File: config.mk
export PLATFORM = sky130hd
export DESIGN_NAME = dram_physical_address_decoder
export DESIGN_NICKNAME = d
export VERILOG_FILES = /design/src/design/dpad_pkg.sv /design/src/design/dpad_decode.sv /design/src/design/dram_physical_address_decoder.sv
export SDC_FILE = /design/constraint.sdc
export NUM_CORES = 1
export LEC_CHECK = 0
export ABC_AREA = 0
export BUFFER_PORTS_ARGS = -buffer_cell sky130_fd_sc_hd__buf_4
export CAP_MARGIN = 20
export CORE_ASPECT_RATIO = 2
export CORE_MARGIN = 4
export CORE_UTILIZATION = 54
export CTS_CLUSTER_SIZE = 12
export DETAILED_ROUTE_END_ITERATION = 7
export PLACE_DENSITY = 0.84
export SYNTH_ARGS = -nofsm -noshare
export SYNTH_HDL_FRONTEND = slang
export SYNTH_SLANG_ARGS = --single-unit
File: constraint.sdc
create_clock -name clk_i -period 9.8 [get_ports clk_i]
set_input_delay 1.47 -clock clk_i [delete_from_list [all_inputs] [get_ports clk_i]]
set_output_delay 1.47 -clock clk_i [all_outputs]
set_load 0.02 [all_outputs]
File: src/design/dpad_pkg.sv
// dpad_pkg: shared types, register indexes and helpers for the DRAM address decoder
// used by dpad_decode and dram_physical_address_decoder; depends on nothing

package dpad_pkg;

  // default geometry limits
  localparam int ADDRESS_BITS = 46;
  localparam int MAX_ROW_BITS = 20;

  // field widths fixed by the decoded word format
  localparam int CFG_DATA_BITS = 32;
  localparam int CFG_IDX_BITS  = 3;
  localparam int ROW_IDX_BITS  = 20;
  localparam int COL_BITS      = 10;
  localparam int ROW_LSB       = 18;
  localparam int COL_LSB       = 6;
  localparam int HASH_BITS     = 14;
  localparam int ROW_WIDTH_BITS = 5;
  // floor log2 of rows per bank is log2(size) + this base, less the rank code
  localparam int ROW_WIDTH_BASE = 13;
  localparam int RANK_BIT_MIN  = 6;

  // configuration register indexes
  typedef enum logic [CFG_IDX_BITS-1:0] {
    REG_DIMM_LAYOUT_CH0     = 3'd0,
    REG_DIMM_LAYOUT_CH1     = 3'd1,
    REG_RANK_INTERLEAVE_CH0 = 3'd2,
    REG_RANK_INTERLEAVE_CH1 = 3'd3,
    REG_CHANNEL_HASH_CTRL   = 3'd4
  } cfg_reg_e;

  // configuration registers as seen by the decode logic
  typedef struct packed {
    logic [CFG_DATA_BITS-1:0] dimm_layout_ch0;
    logic [CFG_DATA_BITS-1:0] dimm_layout_ch1;
    logic [CFG_DATA_BITS-1:0] rank_interleave_ch0;
    logic [CFG_DATA_BITS-1:0] rank_interleave_ch1;
    logic [CFG_DATA_BITS-1:0] channel_hash_control;
  } cfg_t;

  // one decoded word
  typedef struct packed {
    logic                    decode_valid;
    logic                    channel_index;
    logic                    rank_index;
    logic                    rank_known;
    logic                    rank_guessed;
    logic [1:0]              bank_group_index;
    logic [1:0]              bank_index;
    logic [COL_BITS-1:0]     column_index;
    logic [ROW_IDX_BITS-1:0] row_index;
    logic                    bank_row_known;
    logic                    bank_row_guessed;
  } result_t;

  // dimm size in GB for slot a (0) or b (1)
  function automatic logic [5:0] dimm_size(input logic [CFG_DATA_BITS-1:0] w,
                                           input logic slot);
    dimm_size = slot ? w[21:16] : w[5:0];
  endfunction

  // rank code (log2 of ranks) for slot a or b
  function automatic logic [1:0] rank_code(input logic [CFG_DATA_BITS-1:0] w,
                                           input logic slot);
    rank_code = slot ? w[13:12] : w[9:8];
  endfunction

  // floor log2 of a nonzero 6-bit size
  function automatic logic [2:0] size_log2(input logic [5:0] sz);
    logic [2:0] msb;
    msb = '0;
    for (int i = 0; i < 6; i++) begin
      if (sz[i]) msb = 3'(i);
    end
    size_log2 = msb;
  endfunction

endpackage

File: src/design/dpad_decode.sv
// dpad_decode: combinational address decode from registered address and config
// depends on dpad_pkg

module dpad_decode #(
  parameter int AddressBits = dpad_pkg::ADDRESS_BITS,
  parameter int MaxRowBits  = dpad_pkg::MAX_ROW_BITS
) (
  input  dpad_pkg::cfg_t           cfg_i,
  input  logic [AddressBits-1:0]   addr_i,
  output dpad_pkg::result_t        res_o
);

  logic [5:0]  size_c0a, size_c0b, size_c1a, size_c1b;
  logic        pop0, pop1;
  logic        hash_par;
  logic        ch;
  logic [dpad_pkg::CFG_DATA_BITS-1:0] ch_word, intra;
  logic        multi_rank;
  logic [4:0]  rbit;
  logic [31:0] addr_lo;
  logic [5:0]  first_size;
  logic [1:0]  first_rc;
  logic [dpad_pkg::ROW_WIDTH_BITS-1:0] rb;
  logic [dpad_pkg::ROW_IDX_BITS-1:0]   row_raw, row_keep;

  assign size_c0a = dpad_pkg::dimm_size(cfg_i.dimm_layout_ch0, 1'b0);
  assign size_c0b = dpad_pkg::dimm_size(cfg_i.dimm_layout_ch0, 1'b1);
  assign size_c1a = dpad_pkg::dimm_size(cfg_i.dimm_layout_ch1, 1'b0);
  assign size_c1b = dpad_pkg::dimm_size(cfg_i.dimm_layout_ch1, 1'b1);
  assign pop0 = (size_c0a != '0) || (size_c0b != '0);
  assign pop1 = (size_c1a != '0) || (size_c1b != '0);

  // parity of masked address bits 19:6
  assign hash_par = ^(addr_i[dpad_pkg::COL_LSB +: dpad_pkg::HASH_BITS] &
                      cfg_i.channel_hash_control[dpad_pkg::COL_LSB +: dpad_pkg::HASH_BITS]);

  // channel select: single populated channel wins, then hash, then bit 6
  always_comb begin
    priority if (pop0 && !pop1) begin
      ch = 1'b0;
    end else if (pop1 && !pop0) begin
      ch = 1'b1;
    end else if (cfg_i.channel_hash_control[0]) begin
      ch = hash_par;
    end else begin
      ch = addr_i[dpad_pkg::COL_LSB];
    end
  end

  // rank: multi-rank if any present dimm on the channel has a nonzero rank code
  assign ch_word = ch ? cfg_i.dimm_layout_ch1 : cfg_i.dimm_layout_ch0;
  assign intra   = ch ? cfg_i.rank_interleave_ch1 : cfg_i.rank_interleave_ch0;
  assign multi_rank =
    ((dpad_pkg::dimm_size(ch_word, 1'b0) != '0) &&
     (dpad_pkg::rank_code(ch_word, 1'b0) != '0)) ||
    ((dpad_pkg::dimm_size(ch_word, 1'b1) != '0) &&
     (dpad_pkg::rank_code(ch_word, 1'b1) != '0));
  assign rbit    = intra[4:0];
  assign addr_lo = addr_i[31:0];

  // geometry of the first present dimm, in slot order
  always_comb begin
    priority if (size_c0a != '0) begin
      first_size = size_c0a;
      first_rc   = dpad_pkg::rank_code(cfg_i.dimm_layout_ch0, 1'b0);
    end else if (size_c0b != '0) begin
      first_size = size_c0b;
      first_rc   = dpad_pkg::rank_code(cfg_i.dimm_layout_ch0, 1'b1);
    end else if (size_c1a != '0) begin
      first_size = size_c1a;
      first_rc   = dpad_pkg::rank_code(cfg_i.dimm_layout_ch1, 1'b0);
    end else begin
      first_size = size_c1b;
      first_rc   = dpad_pkg::rank_code(cfg_i.dimm_layout_ch1, 1'b1);
    end
  end

  // row bits per bank is floor log2 of size plus 13, less the rank code, whatever the device width
  assign rb = dpad_pkg::ROW_WIDTH_BITS'(dpad_pkg::size_log2(first_size)) +
              dpad_pkg::ROW_WIDTH_BITS'(dpad_pkg::ROW_WIDTH_BASE) -
              dpad_pkg::ROW_WIDTH_BITS'(first_rc);
  assign row_raw  = addr_i[dpad_pkg::ROW_LSB +: dpad_pkg::ROW_IDX_BITS];
  assign row_keep = ~({dpad_pkg::ROW_IDX_BITS{1'b1}} << rb);

  // assemble the word; everything is zero with no dimm present
  always_comb begin
    res_o = '0;
    if (pop0 || pop1) begin
      res_o.decode_valid  = 1'b1;
      res_o.channel_index = ch;
      if (!multi_rank) begin
        res_o.rank_known = 1'b1;
      end else if (intra[8] && (rbit >= 5'(dpad_pkg::RANK_BIT_MIN))) begin
        res_o.rank_known   = 1'b1;
        res_o.rank_guessed = 1'b1;
        res_o.rank_index   = addr_lo[rbit];
      end
      res_o.bank_group_index[0] = addr_i[7] ^ addr_i[14];
      res_o.bank_group_index[1] = addr_i[8] ^ addr_i[9] ^ addr_i[12] ^ addr_i[13] ^
                                  addr_i[18] ^ addr_i[19];
      res_o.bank_index[0] = addr_i[15] ^ addr_i[18];
      res_o.bank_index[1] = addr_i[16] ^ addr_i[19];
      res_o.column_index  = addr_i[dpad_pkg::COL_LSB +: dpad_pkg::COL_BITS];
      if ((rb != '0) && (rb <= dpad_pkg::ROW_WIDTH_BITS'(MaxRowBits))) begin
        res_o.row_index = row_raw & row_keep;
      end
      res_o.bank_row_known   = 1'b1;
      res_o.bank_row_guessed = 1'b1;
    end
  end

endmodule

File: src/design/dram_physical_address_decoder.sv
// dram_physical_address_decoder: top level, config registers and two-stage word pipeline
// depends on dpad_pkg and dpad_decode
//
//   channel | direction | handshake               | payload
//   in      | input     | in_valid_i / in_stall_o  | physical_address_i
//   out     | output    | out_valid_o / out_stall_i| decode_valid_o .. bank_row_guessed_o
//   cfg     | input     | cfg_wr_en_i              | cfg_idx_i, cfg_wdata_i
//
// one word per cycle while the output is not stalled; address register then result register
// with the decode logic between them
// reset clears the config registers and both stage valids; no clearing pass
// the input is stalled only when both stages hold a word and the output is stalled

module dram_physical_address_decoder #(
  parameter int AddressBits = dpad_pkg::ADDRESS_BITS,
  parameter int MaxRowBits  = dpad_pkg::MAX_ROW_BITS
) (
  input  logic                                clk_i,
  input  logic                                rst_ni,
  // configuration write port
  input  logic                                cfg_wr_en_i,
  input  logic [dpad_pkg::CFG_IDX_BITS-1:0]   cfg_idx_i,
  input  logic [dpad_pkg::CFG_DATA_BITS-1:0]  cfg_wdata_i,
  // address channel
  input  logic                                in_valid_i,
  output logic                                in_stall_o,
  input  logic [AddressBits-1:0]              physical_address_i,
  // result channel
  output logic                                out_valid_o,
  input  logic                                out_stall_i,
  output logic                                decode_valid_o,
  output logic                                channel_index_o,
  output logic                                rank_index_o,
  output logic                                rank_known_o,
  output logic                                rank_guessed_o,
  output logic [1:0]                          bank_group_index_o,
  output logic [1:0]                          bank_index_o,
  output logic [dpad_pkg::COL_BITS-1:0]       column_index_o,
  output logic [dpad_pkg::ROW_IDX_BITS-1:0]   row_index_o,
  output logic                                bank_row_known_o,
  output logic                                bank_row_guessed_o
);

  dpad_pkg::cfg_t      cfg_q;
  logic                s1_valid_q;
  logic [AddressBits-1:0] s1_addr_q;
  logic                out_valid_q;
  dpad_pkg::result_t   res_d, res_q;
  logic                s1_adv;
  logic                in_take;

  // configuration registers
  always_ff @(posedge clk_i or negedge rst_ni) begin
    if (!rst_ni) begin
      cfg_q <= '0;
    end else if (cfg_wr_en_i) begin
      unique case (dpad_pkg::cfg_reg_e'(cfg_idx_i))
        dpad_pkg::REG_DIMM_LAYOUT_CH0:     cfg_q.dimm_layout_ch0      <= cfg_wdata_i;
        dpad_pkg::REG_DIMM_LAYOUT_CH1:     cfg_q.dimm_layout_ch1      <= cfg_wdata_i;
        dpad_pkg::REG_RANK_INTERLEAVE_CH0: cfg_q.rank_interleave_ch0  <= cfg_wdata_i;
        dpad_pkg::REG_RANK_INTERLEAVE_CH1: cfg_q.rank_interleave_ch1  <= cfg_wdata_i;
        dpad_pkg::REG_CHANNEL_HASH_CTRL:   cfg_q.channel_hash_control <= cfg_wdata_i;
        default: ;
      endcase
    end
  end

  // pipeline flow control
  assign s1_adv     = !out_valid_q || !out_stall_i;
  assign in_stall_o = s1_valid_q && !s1_adv;
  assign in_take    = in_valid_i && !in_stall_o;

  // address stage
  always_ff @(posedge clk_i or negedge rst_ni) begin
    if (!rst_ni) begin
      s1_valid_q <= 1'b0;
    end else if (in_take) begin
      s1_valid_q <= 1'b1;
    end else if (s1_adv) begin
      s1_valid_q <= 1'b0;
    end
  end

  always_ff @(posedge clk_i) begin
    if (in_take) begin
      s1_addr_q <= physical_address_i;
    end
  end

  // decode logic
  dpad_decode #(
    .AddressBits (AddressBits),
    .MaxRowBits  (MaxRowBits)
  ) u_decode (
    .cfg_i  (cfg_q),
    .addr_i (s1_addr_q),
    .res_o  (res_d)
  );

  // result stage
  always_ff @(posedge clk_i or negedge rst_ni) begin
    if (!rst_ni) begin
      out_valid_q <= 1'b0;
    end else if (s1_adv) begin
      out_valid_q <= s1_valid_q;
    end
  end

  always_ff @(posedge clk_i) begin
    if (s1_adv && s1_valid_q) begin
      res_q <= res_d;
    end
  end

  assign out_valid_o        = out_valid_q;
  assign decode_valid_o     = res_q.decode_valid;
  assign channel_index_o    = res_q.channel_index;
  assign rank_index_o       = res_q.rank_index;
  assign rank_known_o       = res_q.rank_known;
  assign rank_guessed_o     = res_q.rank_guessed;
  assign bank_group_index_o = res_q.bank_group_index;
  assign bank_index_o       = res_q.bank_index;
  assign column_index_o     = res_q.column_index;
  assign row_index_o        = res_q.row_index;
  assign bank_row_known_o   = res_q.bank_row_known;
  assign bank_row_guessed_o = res_q.bank_row_guessed;

  // input held back only with both stages full
  a_stall_full: assert property (@(posedge clk_i) disable iff (!rst_ni)
    in_stall_o |-> (s1_valid_q && out_valid_q))
    else $error("input stalled with a free stage");

  // an empty decode gives an all-zero word
  a_empty_zero: assert property (@(posedge clk_i) disable iff (!rst_ni)
    (out_valid_o && !decode_valid_o) |-> (res_q == '0))
    else $error("nonzero word without a dimm present");

  // an interleave rank is always a known rank
  a_rank_flags: assert property (@(posedge clk_i) disable iff (!rst_ni)
    (out_valid_o && rank_guessed_o) |-> rank_known_o)
    else $error("guessed rank not marked known");

  // rank index only comes from the interleave bit
  a_rank_src: assert property (@(posedge clk_i) disable iff (!rst_ni)
    (out_valid_o && rank_index_o) |-> rank_guessed_o)
    else $error("rank index set without interleave");

endmodule
-- Yosys cells after proc, flatten, opt, wreduce, memory -nomap -nowiden
Cells that the tools add are included.
Widths: inputs -> output; s select.
- flip-flop bits (word level): 163
- bits of input ports: 86
- output and inout port bits: 43
- logic and storage cells: 106
- add/subtract/negate cells: 2
- order comparisons: 3
- eq/ne operators: 4
- shift-type cells: 1
- muxes and demuxes: 26
- bitwise operators: 11
- reduce and logical (&&, ||, !) cells: 40
- operators by type and width (kind ; number):
    $mux 41 ; 1
    $reduce_bool 6->1 ; 6
    $mux 22 ; 1
    $and 20x20->20 ; 1
    $mux 20 ; 1
    $not 20->20 ; 1
    $shl 20x5->20 const A ; 1
    $mux 6 ; 3
    $and 14x14->14 ; 1
    $reduce_and 2->1 ; 7
    $reduce_xor 14->1 ; 1
    $mux 1 ; 10
    $mux 2 ; 5
    $logic_and 1x1->1 ; 9
    $mux 3 ; 3
    $mux 9 ; 1
    $xor 1x1->1 ; 8
    $eq 3x2->1 const B ; 2
    $logic_not 1->1 ; 6
    $lt 5x6->1 const B ; 1
    $reduce_bool 2->1 ; 3
    $add 3x4->5 const B ; 1
    $bmux 1 s5 ; 1
    $ge 5x3->1 const B ; 1
    other kinds (8) ; 12

-- Depth between registers and ports, before layout
Gate-level depths: netlist (run 1).
- depth after elaboration: 16
- depth in mapped cells: 17
- mapped depth without buffers: 16

-- By module
Synthesis (run 1) repeated with hierarchy kept, for this count alone.
- cells, all modules: 683
- area, all modules: 10456.3 sq um
- by module, submodules not included (module ; instances ; cells an instance ; area each (sq um) ; sequential area each (sq um)):
    dram_physical_address_decoder ; 1 ; 438 ; 8853.5 ; 6666.4
    dpad_decode ; 1 ; 245 ; 1602.8 ; 0.0

-- Worst setup path before layout (run 1)
No wires, ideal clock.
- kind: input-to-reg
- from: in out_stall_i
- to: reg res_q, in the netlist bank_group_index_o[0] (enable)
- library setup time: 495 ps
- arrival: 4348 ps
- data required time: 9305 ps
- slack: 4957 ps
- cell stages on the path: 1
- path buffers: 0
- path through: a21boi_0
- longest elaborated chain between the ends: 3
- RTL lines (what ; line ; RTL):
    from (decl) ; dram_physical_address_decoder.sv:30 ; input logic out_stall_i,
    $logic_not 1->1 ; dram_physical_address_decoder.sv:69 ; assign s1_adv = !out_valid_q || !out_stall_i;
    $logic_or 1x1->1 ; dram_physical_address_decoder.sv:69 ;
    $logic_and 1x1->1 ; dram_physical_address_decoder.sv:110 ; if (s1_adv && s1_valid_q) begin
    to (signal assigned) ; dram_physical_address_decoder.sv:111 ; res_q <= res_d;
    to (decl) ; dram_physical_address_decoder.sv:48 ; dpad_pkg::result_t res_d, res_q;
No other way between the ends.
A chain may end at the register's enable or synchronous reset.

-- Worst setup path after layout (run 1)
- from: reg cfg_q[101] (netlist name)
- to: reg res_q, in the netlist row_index_o[8], data pin
- longest elaborated chain between the ends: 14
- elaborated cells on any way between the ends: 23
- those cells by class: 2 x add/sub; 1 x order compare; 1 x shift; 11 x mux; 2 x bitwise; 6 x reduce/logical
- RTL lines (what ; line ; RTL):
    from (decl) ; dram_physical_address_decoder.sv:44 ; dpad_pkg::cfg_t cfg_q;
    $reduce_bool 6->1 ; dpad_decode.sv:31, dpad_decode.sv:69 ;
    $mux 6 ; dpad_decode.sv:69 ; end else if (size_c1a != '0) begin
    $mux 6 ; dpad_decode.sv:66 ; end else if (size_c0b != '0) begin
    $mux 6 ; dpad_decode.sv:63 ; priority if (size_c0a != '0) begin
    $mux 1 ; dpad_pkg.sv:73 ; if (sz[i]) msb = 3'(i);
    $mux 2 (2 in series) ; dpad_pkg.sv:73 ;
    $mux 3 (2 in series) ; dpad_pkg.sv:73 ;
    $add 3x4->5 ; dpad_decode.sv:79 ; assign rb = dpad_pkg::ROW_WIDTH_BITS'(dpad_pkg::size_log2(first_size)) +
    $sub 5x2->5 ; dpad_decode.sv:80 ; dpad_pkg::ROW_WIDTH_BITS'(dpad_pkg::ROW_WIDTH_BASE) -
    $shl 20x5->20, or another cell as far along ; dpad_decode.sv:83 ; assign row_keep = ~({dpad_pkg::ROW_IDX_BITS{1'b1}} << rb);
    $not 20->20 / $logic_and 1x1->1 (equally long branches) ; dpad_decode.sv:83, dpad_decode.sv:104 ;
    $and 20x20->20 / $reduce_and 2->1 (equally long branches) ; - ;
Several ways; a longest one is shown, not always the timed one.

==> summary.md, run 1 <==
| Metric | Value |
|---|---|
| Share of cells above drive strength 1 | 0.3610 |
| First drt pass iteration count | 4 |
| Largest net degree at the start of global routing | 62 |
| Max-slew violation count | 0 |
| CTS tree | built |
| Distinct cells, synth | 48 |
| Initial detailed-routing violation count | 178 |
| Postcts setup bufs | 0 |
| Syn_nets | 540 |
| Critical path depth in cells | 15 |
| Post-CTS sizing | 0 |
| Hold Path Class | flip-flop to flip-flop |
| Die ar. | 12,910 um2 |
| Average wire per standard cell | 18.17 um |
| Critical Path Sink Type | flip-flop |
| I/O Buffers | 104 |
| Maximum fanout along the worst path | 11 |
| Fraction of registers with async set/reset | 0.4621 |
| RSZ-0062 raised after global routing | no |
| Skew final | 0.007436 ns |
| Clock tree root buffer cell | clkbuf_16 |
| Number of global-route vias before repair | 4,310 |
| # diodes | 0 |
| Top area cells in the synthesized netlist | edfxtp_1, dfrtp_1, mux2_2 |
| Period minus WS final | 4.606 ns |
| HPWL Detailed | 9719 um |
| Post-synthesis cell count | 450 |
| Number of flops mapped to enable cells by yosys | 71 |
| Nets | 656 |
| Total congestion overflow | 0 |
| First-pass GRT wire length | 20,620 um |
| Least-Margin Pin Slew | 0.8094 ns |
| Status | completed |
| Post-synth top area share | 0.3569 |
| Final Cycle Share | 0.4700 |
| Core Region | 10,880 um2 |
| I/O pin cnt | 129 |
| Worst slew margin | 0.4562 |
| Fin. Hold Viols | 0 |
| Critical path arrival | 4.89 ns |
| Worst Reg-to-Reg Cells | 15 |
| Max-Cap Viols | 0 |
| Peak Freq | 0.2171 GHz |
| Reg clk slew, reported paths | 0.06 ns |
| Detailed-route DRC error count | 0 |
| Post-DP Area | 6919 um2 |
| GRT Overall Usage | 0.2204 |
| Hold depth | 1 |
| Most common flop cell mapped by yosys | edfxtp_1 |
| Mapped cell area | 5973 um2 |
| Leading area contributor after synthesis | edfxtp_1 |
| Reg2reg setup slack | 5.19 ns |
| CTS buffer count | 17 |
| Setup TNS | 0 ns |
| Commonest non-fill, non-tap cell in the layout | buf_4 |
| Worst-path cell chain | or4_1 -> nor3_1 -> a21oi_1 -> o21bai_1 -> a21oi_1 -> and2_1 -> nand2_1 -> ha_1 -> inv_1 -> ha_1 -> inv_1 -> fa_1 -> or3_1 -> nor2b_1 -> o311a_1 |
| H-tree depth | 4 |
| Syn_area_per_cell | 13.27 um2 |
| Routed WL | 13,060 um |
| Vias per Instance | 5.506 |
| Peak supply drop | 0.0001771 V |
| Setup violators final | 0 |
| Worst path required time | 10.09 ns |
| Synth Warn # | 0 |
| Die Width | 82.37 um |
| Height of the chip | 156.7 um |
| WS Path Type | flip-flop to flip-flop |
| Commonest non-fill, non-tap cells in the layout | buf_4, edfxtp_1, mux2_2 |
| Leakage | 3.152 nW |
| Launching element type of the critical path | flip-flop |
| Fin area | 7586 um2 |
| Worst skew pair latency | 0.42 ns |
| Hold buffers post-CTS | 0 |
| Layout area overhead | 27.00% |
| Clock Sink Count | 132 |
| Crit path max-delay family | simple AND/OR/NAND/NOR gates |
| Via count | 3,959 |
| Fill cell count | 735 |
| Yosys reg bits | 132 |
| CP peak stage delay | 0.71 ns |
| Worst path buffer plus inverter count | 2 |
| Pwr Density | 278.8 nW/um2 |
| Clock tree buffer depth | 2 |
| Gpl congestion | 0.8554 |
| CP max-delay cell | fa_1 |
| Num rows | 54 |
| Starting Density | 0.5491 |
| Initial antenna violation count | 0 |
| Detail Route Antenna Nets | 0 |
| Share of the yosys chip area belonging to registers | 0.6125 |
==> worst register-to-register path: stages (launching register included) <==
cell and delay (ns):
dfrtp_1 0.42, or4_1 0.57, nor3_1 0.64, a21oi_1 0.15, o21bai_1 0.15, a21oi_1 0.10
and2_1 0.21, nand2_1 0.08, ha_1 0.22, inv_1 0.06, ha_1 0.13, inv_1 0.05
fa_1 0.71, or3_1 0.21, nor2b_1 0.50, o311a_1 0.28
==> final timing paths <==
kind,from,to
min in group asynchronous,rst_ni,out_valid_o$_DFFE_PN0N_
max,cfg_q[101]$_DFFE_PN0P_,row_index_o[8]$_SDFFCE_PN0P_
max reg2reg,cfg_q[101]$_DFFE_PN0P_,row_index_o[8]$_SDFFCE_PN0P_
max in group asynchronous,rst_ni,cfg_q[66]$_DFFE_PN0P_
min reg2reg,cfg_q[68]$_DFFE_PN0P_,cfg_q[68]$_DFFE_PN0P_
min,cfg_q[68]$_DFFE_PN0P_,cfg_q[68]$_DFFE_PN0P_
==> flip-flops by register name, summed over array words and instances (netlist names) <==
register,flops
channel_index_o,1
out_valid_o,1
s1_valid_q,1
row_index_o,20
bank_index_o,2
rank_known_o,1
rank_guessed_o,1
column_index_o,10
rank_index_o,1
cfg_q,59
s1_addr_q,32
decode_valid_o,1
bank_group_index_o,2
==> metal layers <==
metal	up-vias	wire, um	GRT usage
met1	1921	4377	0.2191
met4	0	623	0.1458
li1	1863	-	-
met5	-	0	0
met2	125	7503	0.3909
met3	50	558	0.05069
==> per-stage QoR <==
stage	instances	power (mW)	worst slack, ns	hold slack (ns)	util
2_1_floorplan	450	1.251	4.957	0.4434	-
5_1_grt	719	2.229	4.827	0.5192	0.6974
6_report	719	2.115	5.194	0.5039	0.6974
4_1_cts	718	2.124	5.215	0.5015	0.6955
3_5_place_dp	686	1.436	5.245	0.4904	0.6361
3_3_place_gp	686	1.409	5.412	0.4603	0.6361
==> Yosys cell counts (2+ instances only) <==
cell type and count:
edfxtp_1 71, mux2_2 62, dfrtp_1 61, nand2_1 37, nor2_1 33, mux2i_1 24, o21ai_0 17, xnor2_1 15
a21oi_1 14, nor2b_1 13, and2_1 11, clkbuf_1 9, nor3_1 9, inv_1 8, nand3_1 5, o21bai_1 5
nor3b_1 4, a31oi_1 3, and3_1 3, ha_1 3, nand2b_1 3, o211ai_1 3, a21boi_0 2, a21o_1 2
buf_4 2, buf_6 2, maj3_1 2, nor4_1 2, nor4_2 2, o311a_1 2, or3_1 2, or4_1 2
xor2_1 2
==> logic make-up after synthesis <==
kind of cell / synth area share
buf+inv: 0.01780
flops: 0.6125
mux: 0.1590
fa+ha+maj: 0.01299
compound gates: 0.05488
simple gates: 0.1102
xor+xnor: 0.03268
==> final cells by class <==
cell class                      instances  area [um2]  area share
Inverter                                8       30.03    0.003958
Tap cell                              140       175.2     0.02309
Clock inverter                          9       147.6     0.01946
Multi-Input combinational cell        296        2230      0.2939
Sequential cell                       132        3659      0.4823
Clock buffer                           23       499.2     0.06581
Timing Repair Buffer                  111       845.8      0.1115
==> report_power, final <==
group | switching, mW | internal (mW)
clock | 0.225 | 0.459
combinational | 0.355 | 0.311
sequential | 0.0628 | 0.703
total | 0.643 | 1.47
Power figures use the tool's default switching activity.
==> run 2, diff against run 1 <==
--- a/config.mk
+++ b/config.mk
@@ -10,10 +10,10 @@
 export CAP_MARGIN = 20
 export CORE_ASPECT_RATIO = 2
 export CORE_MARGIN = 4
-export CORE_UTILIZATION = 54
+export CORE_UTILIZATION = 49
 export CTS_CLUSTER_SIZE = 12
 export DETAILED_ROUTE_END_ITERATION = 7
-export PLACE_DENSITY = 0.84
+export PLACE_DENSITY = 0.81
 export SYNTH_ARGS = -nofsm -noshare
 export SYNTH_HDL_FRONTEND = slang
 export SYNTH_SLANG_ARGS = --single-unit
==> constraint.sdc (replaced) <==
create_clock -name clk_i -period 3.75 [get_ports clk_i]
set_input_delay 0.5625 -clock clk_i [delete_from_list [all_inputs] [get_ports clk_i]]
set_output_delay 0.5625 -clock clk_i [all_outputs]
set_load 0.02 [all_outputs]
==> run 2 against run 1 <==
Net effect: highest routed layer unchanged; non-clock buffer count is 14 higher; sequential share of layout area is 0.84 points lower; the run now ends with negative setup slack left; setup slack worse by 5.2 ns; sequential cell count stayed put; wire length is 5.5% higher; cell area is 1.8% higher.
==> summary.md, run 2 (synthesized netlist as in run 1, its figures left out) <==
| Metric | Value |
|---|---|
| # diodes | 0 (unchanged) |
| Leakage | 3.232 nW (was 3.152 nW) |
| Worst path required time | 3.92 ns (was 10.09 ns) |
| Pwr Density | 730.8 nW/um2 (was 278.8 nW/um2) |
| Worst skew pair latency | 0.42 ns (about the same) |
| Via count | 4,052 (was 3,959) |
| Core Region | 11,840 um2 (was 10,880 um2) |
| Max reg flops | 59 (unchanged) |
| Peak Freq | 0.2641 GHz (was 0.2171 GHz) |
| CP max-delay cell | or4_4 (was fa_1) |
| Die ar. | 14,130 um2 (was 12,910 um2) |
| Dpl cells | 702 (was 686) |
| Commonest non-fill, non-tap cell in the layout | buf_4 (unchanged) |
| Commonest non-fill, non-tap cells in the layout | buf_4, edfxtp_1, mux2_2 (unchanged) |
| HPWL Detailed | 10,130 um (was 9719 um) |
| Status | finished with violations (was completed) |
| Detailed-route DRC error count | 0 (unchanged) |
| Peak supply drop | 0.0004744 V (was 0.0001771 V) |
| First-pass GRT wire length | 21,760 um (was 20,620 um) |
| CP peak stage delay | 0.56 ns (was 0.71 ns) |
| Hold buffers post-CTS | 0 (unchanged) |
| Starting Density | 0.5044 (was 0.5491) |
| GRT Overall Usage | 0.2048 (was 0.2204) |
| Max-slew violation count | 0 (unchanged) |
| Clock tree buffer depth | 2 (unchanged) |
| Die Width | 86.07 um (was 82.37 um) |
| Maximum fanout along the worst path | 5 (was 11) |
| Biggest register | cfg_q (unchanged) |
| Reg clk slew, reported paths | 0.06 ns (about the same) |
| CTS tree | built (unchanged) |
| CTS buffer count | 17 (unchanged) |
| Gpl congestion | 0.8731 (was 0.8554) |
| Critical Path Sink Type | flip-flop (unchanged) |
| Height of the chip | 164.1 um (was 156.7 um) |
| Worst-path cell chain | or4_4 -> nor3_4 -> buf_4 -> a21oi_1 -> o21bai_1 -> a21oi_1 -> and2_1 -> nand2_1 -> ha_1 -> inv_1 -> ha_1 -> inv_1 -> fa_1 -> or3_4 -> nor2b_4 -> and2_4 (was or4_1 -> nor3_1 -> a21oi_1 -> o21bai_1 -> a21oi_1 -> and2_1 -> nand2_1 -> ha_1 -> inv_1 -> ha_1 -> inv_1 -> fa_1 -> or3_1 -> nor2b_1 -> o311a_1) |
| Clock Sink Count | 132 (unchanged) |
| First drt pass iteration count | 4 (unchanged) |
| Setup TNS | -0.2612 ns (was 0 ns) |
| Launching element type of the critical path | flip-flop (unchanged) |
| Least-Margin Pin Slew | 0.7517 ns (was 0.8094 ns) |
| Setup ws final | -0.03613 ns (was 5.194 ns) |
| Setup violators final | 10 (was 0) |
| Vias per Instance | 5.483 (was 5.506) |
| Failing checks | negative setup slack |
| Number of global-route vias before repair | 4,335 (was 4,310) |
| Layout area overhead | 29.24% (was 27.00%) |
| RSZ-0062 raised after global routing | yes (was no) |
| Nets | 671 (was 656) |
| Average wire per standard cell | 18.65 um (was 18.17 um) |
| FF+latch area | 3659 um2 (unchanged) |
| Clock tree root buffer cell | clkbuf_16 (unchanged) |
| Hold Slack | 0.2023 ns (was 0.5039 ns) |
| Hold Path Class | primary input to async pin (was flip-flop to flip-flop) |
| WS Path Type | flip-flop to flip-flop (unchanged) |
| Critical path arrival | 3.95 ns (was 4.89 ns) |
| Skew final | 0.008041 ns (was 0.007436 ns) |
| Share of cells above drive strength 1 | 0.3923 (was 0.3610) |
| Worst slew margin | 0.4988 (was 0.4562) |
| I/O pin cnt | 129 (unchanged) |
| Worst path buffer plus inverter count | 3 (was 2) |
| Routed WL | 13,780 um (was 13,060 um) |
| Crit path max-delay family | simple AND/OR/NAND/NOR gates (unchanged) |
| Detail Route Antenna Nets | 0 (unchanged) |
| H-tree depth | 4 (unchanged) |
| Largest net degree at the start of global routing | 62 (unchanged) |
| Period minus WS final | 3.786 ns (was 4.606 ns) |
| Non-filler cells, final | 739 (was 719) |
| Num rows | 56 (was 54) |
| Fill cell count | 877 (was 735) |
| Initial antenna violation count | 0 (unchanged) |
| Final Cycle Share | 1.010 (was 0.4700) |
| Fin. Hold Viols | 0 (unchanged) |
| I/O Buffers | 104 (unchanged) |
| Initial detailed-routing violation count | 260 (was 178) |
| Max-Cap Viols | 0 (unchanged) |
| Total congestion overflow | 0 (unchanged) |
| Multi-input logic area | 2283 um2 (was 2230 um2) |
| Reg2reg setup slack | -0.04 ns (was 5.19 ns) |
| PnR Total Power | 5.642 mW (was 2.115 mW) |
## run 2: final timing paths
| kind | start | endpoint | cells past startpoint |
|---|---|---|---|
| setup / recovery | cfg_q[96]$_DFFE_PN0P_ | row_index_o[2]$_SDFFCE_PN0P_ | 16 |
| hold / removal | rst_ni | cfg_q[129]$_DFFE_PN0P_ | 1 |
| setup reg to reg | cfg_q[96]$_DFFE_PN0P_ | row_index_o[2]$_SDFFCE_PN0P_ | 16 |
| hold reg to reg | cfg_q[7]$_DFFE_PN0P_ | cfg_q[7]$_DFFE_PN0P_ | 1 |
| max in group asynchronous | rst_ni | cfg_q[19]$_DFFE_PN0P_ | 1 |
| min in group clk_i | physical_address_i[33] | s1_addr_q[33]$_DFFE_PP_ | 1 |
## run 2: routing by layer
layer / vias up / track usage / wire (um)
met1: 2007 / 0.2000 / 4654
met2: 115 / 0.3974 / 8166
met5: - / 0 / 0
li1: 1902 / - / -
met4: 0 / 0.09150 / 329
met3: 28 / 0.04267 / 630
## run 2: repair_timing
action	CTS	global route
pin swaps	2	1
buffers inserted	2	1
gates cloned	0	1
setup endpoints to repair	13	18
gates resized for setup	3	4
## run 2: area by class of cell
cell class | count | share of cell area
sequential | 132 | 0.4739
tap | 145 | 0.02350
clock inverter | 14 | 0.02415
inverter | 8 | 0.003890
timing repair buffer | 125 | 0.1232
clock buffer | 18 | 0.05559
multi-input combinational | 297 | 0.2958
## run 2: per-stage QoR
step | cell area [um2] | utilization | setup WS, ns
after global routing | 7720 | 0.6519 | -0.1784
final | 7720 | 0.6519 | -0.03613
after floorplan | 6021 | - | -0.08110
after detailed placement | 7038 | 0.5944 | -0.1128
after global placement | 7038 | 0.5944 | -0.05859
after CTS | 7679 | 0.6485 | -0.003170
## run 2: worst reg2reg max path: stages, from the launching register on
cell	delay, ns
dfrtp_1	0.38
or4_4	0.56
nor3_4	0.22
buf_4	0.16
a21oi_1	0.06
o21bai_1	0.13
a21oi_1	0.10
and2_1	0.17
nand2_1	0.06
ha_1	0.22
inv_1	0.06
ha_1	0.14
inv_1	0.05
fa_1	0.45
or3_4	0.42
nor2b_4	0.17
and2_4	0.19
## run 2: report_power, final
part | internal, mW | switching (mW) | total, mW
registers | 1.84 | 0.164 | 2.00
logic | 0.923 | 1.00 | 1.92
clock network | 1.11 | 0.611 | 1.72
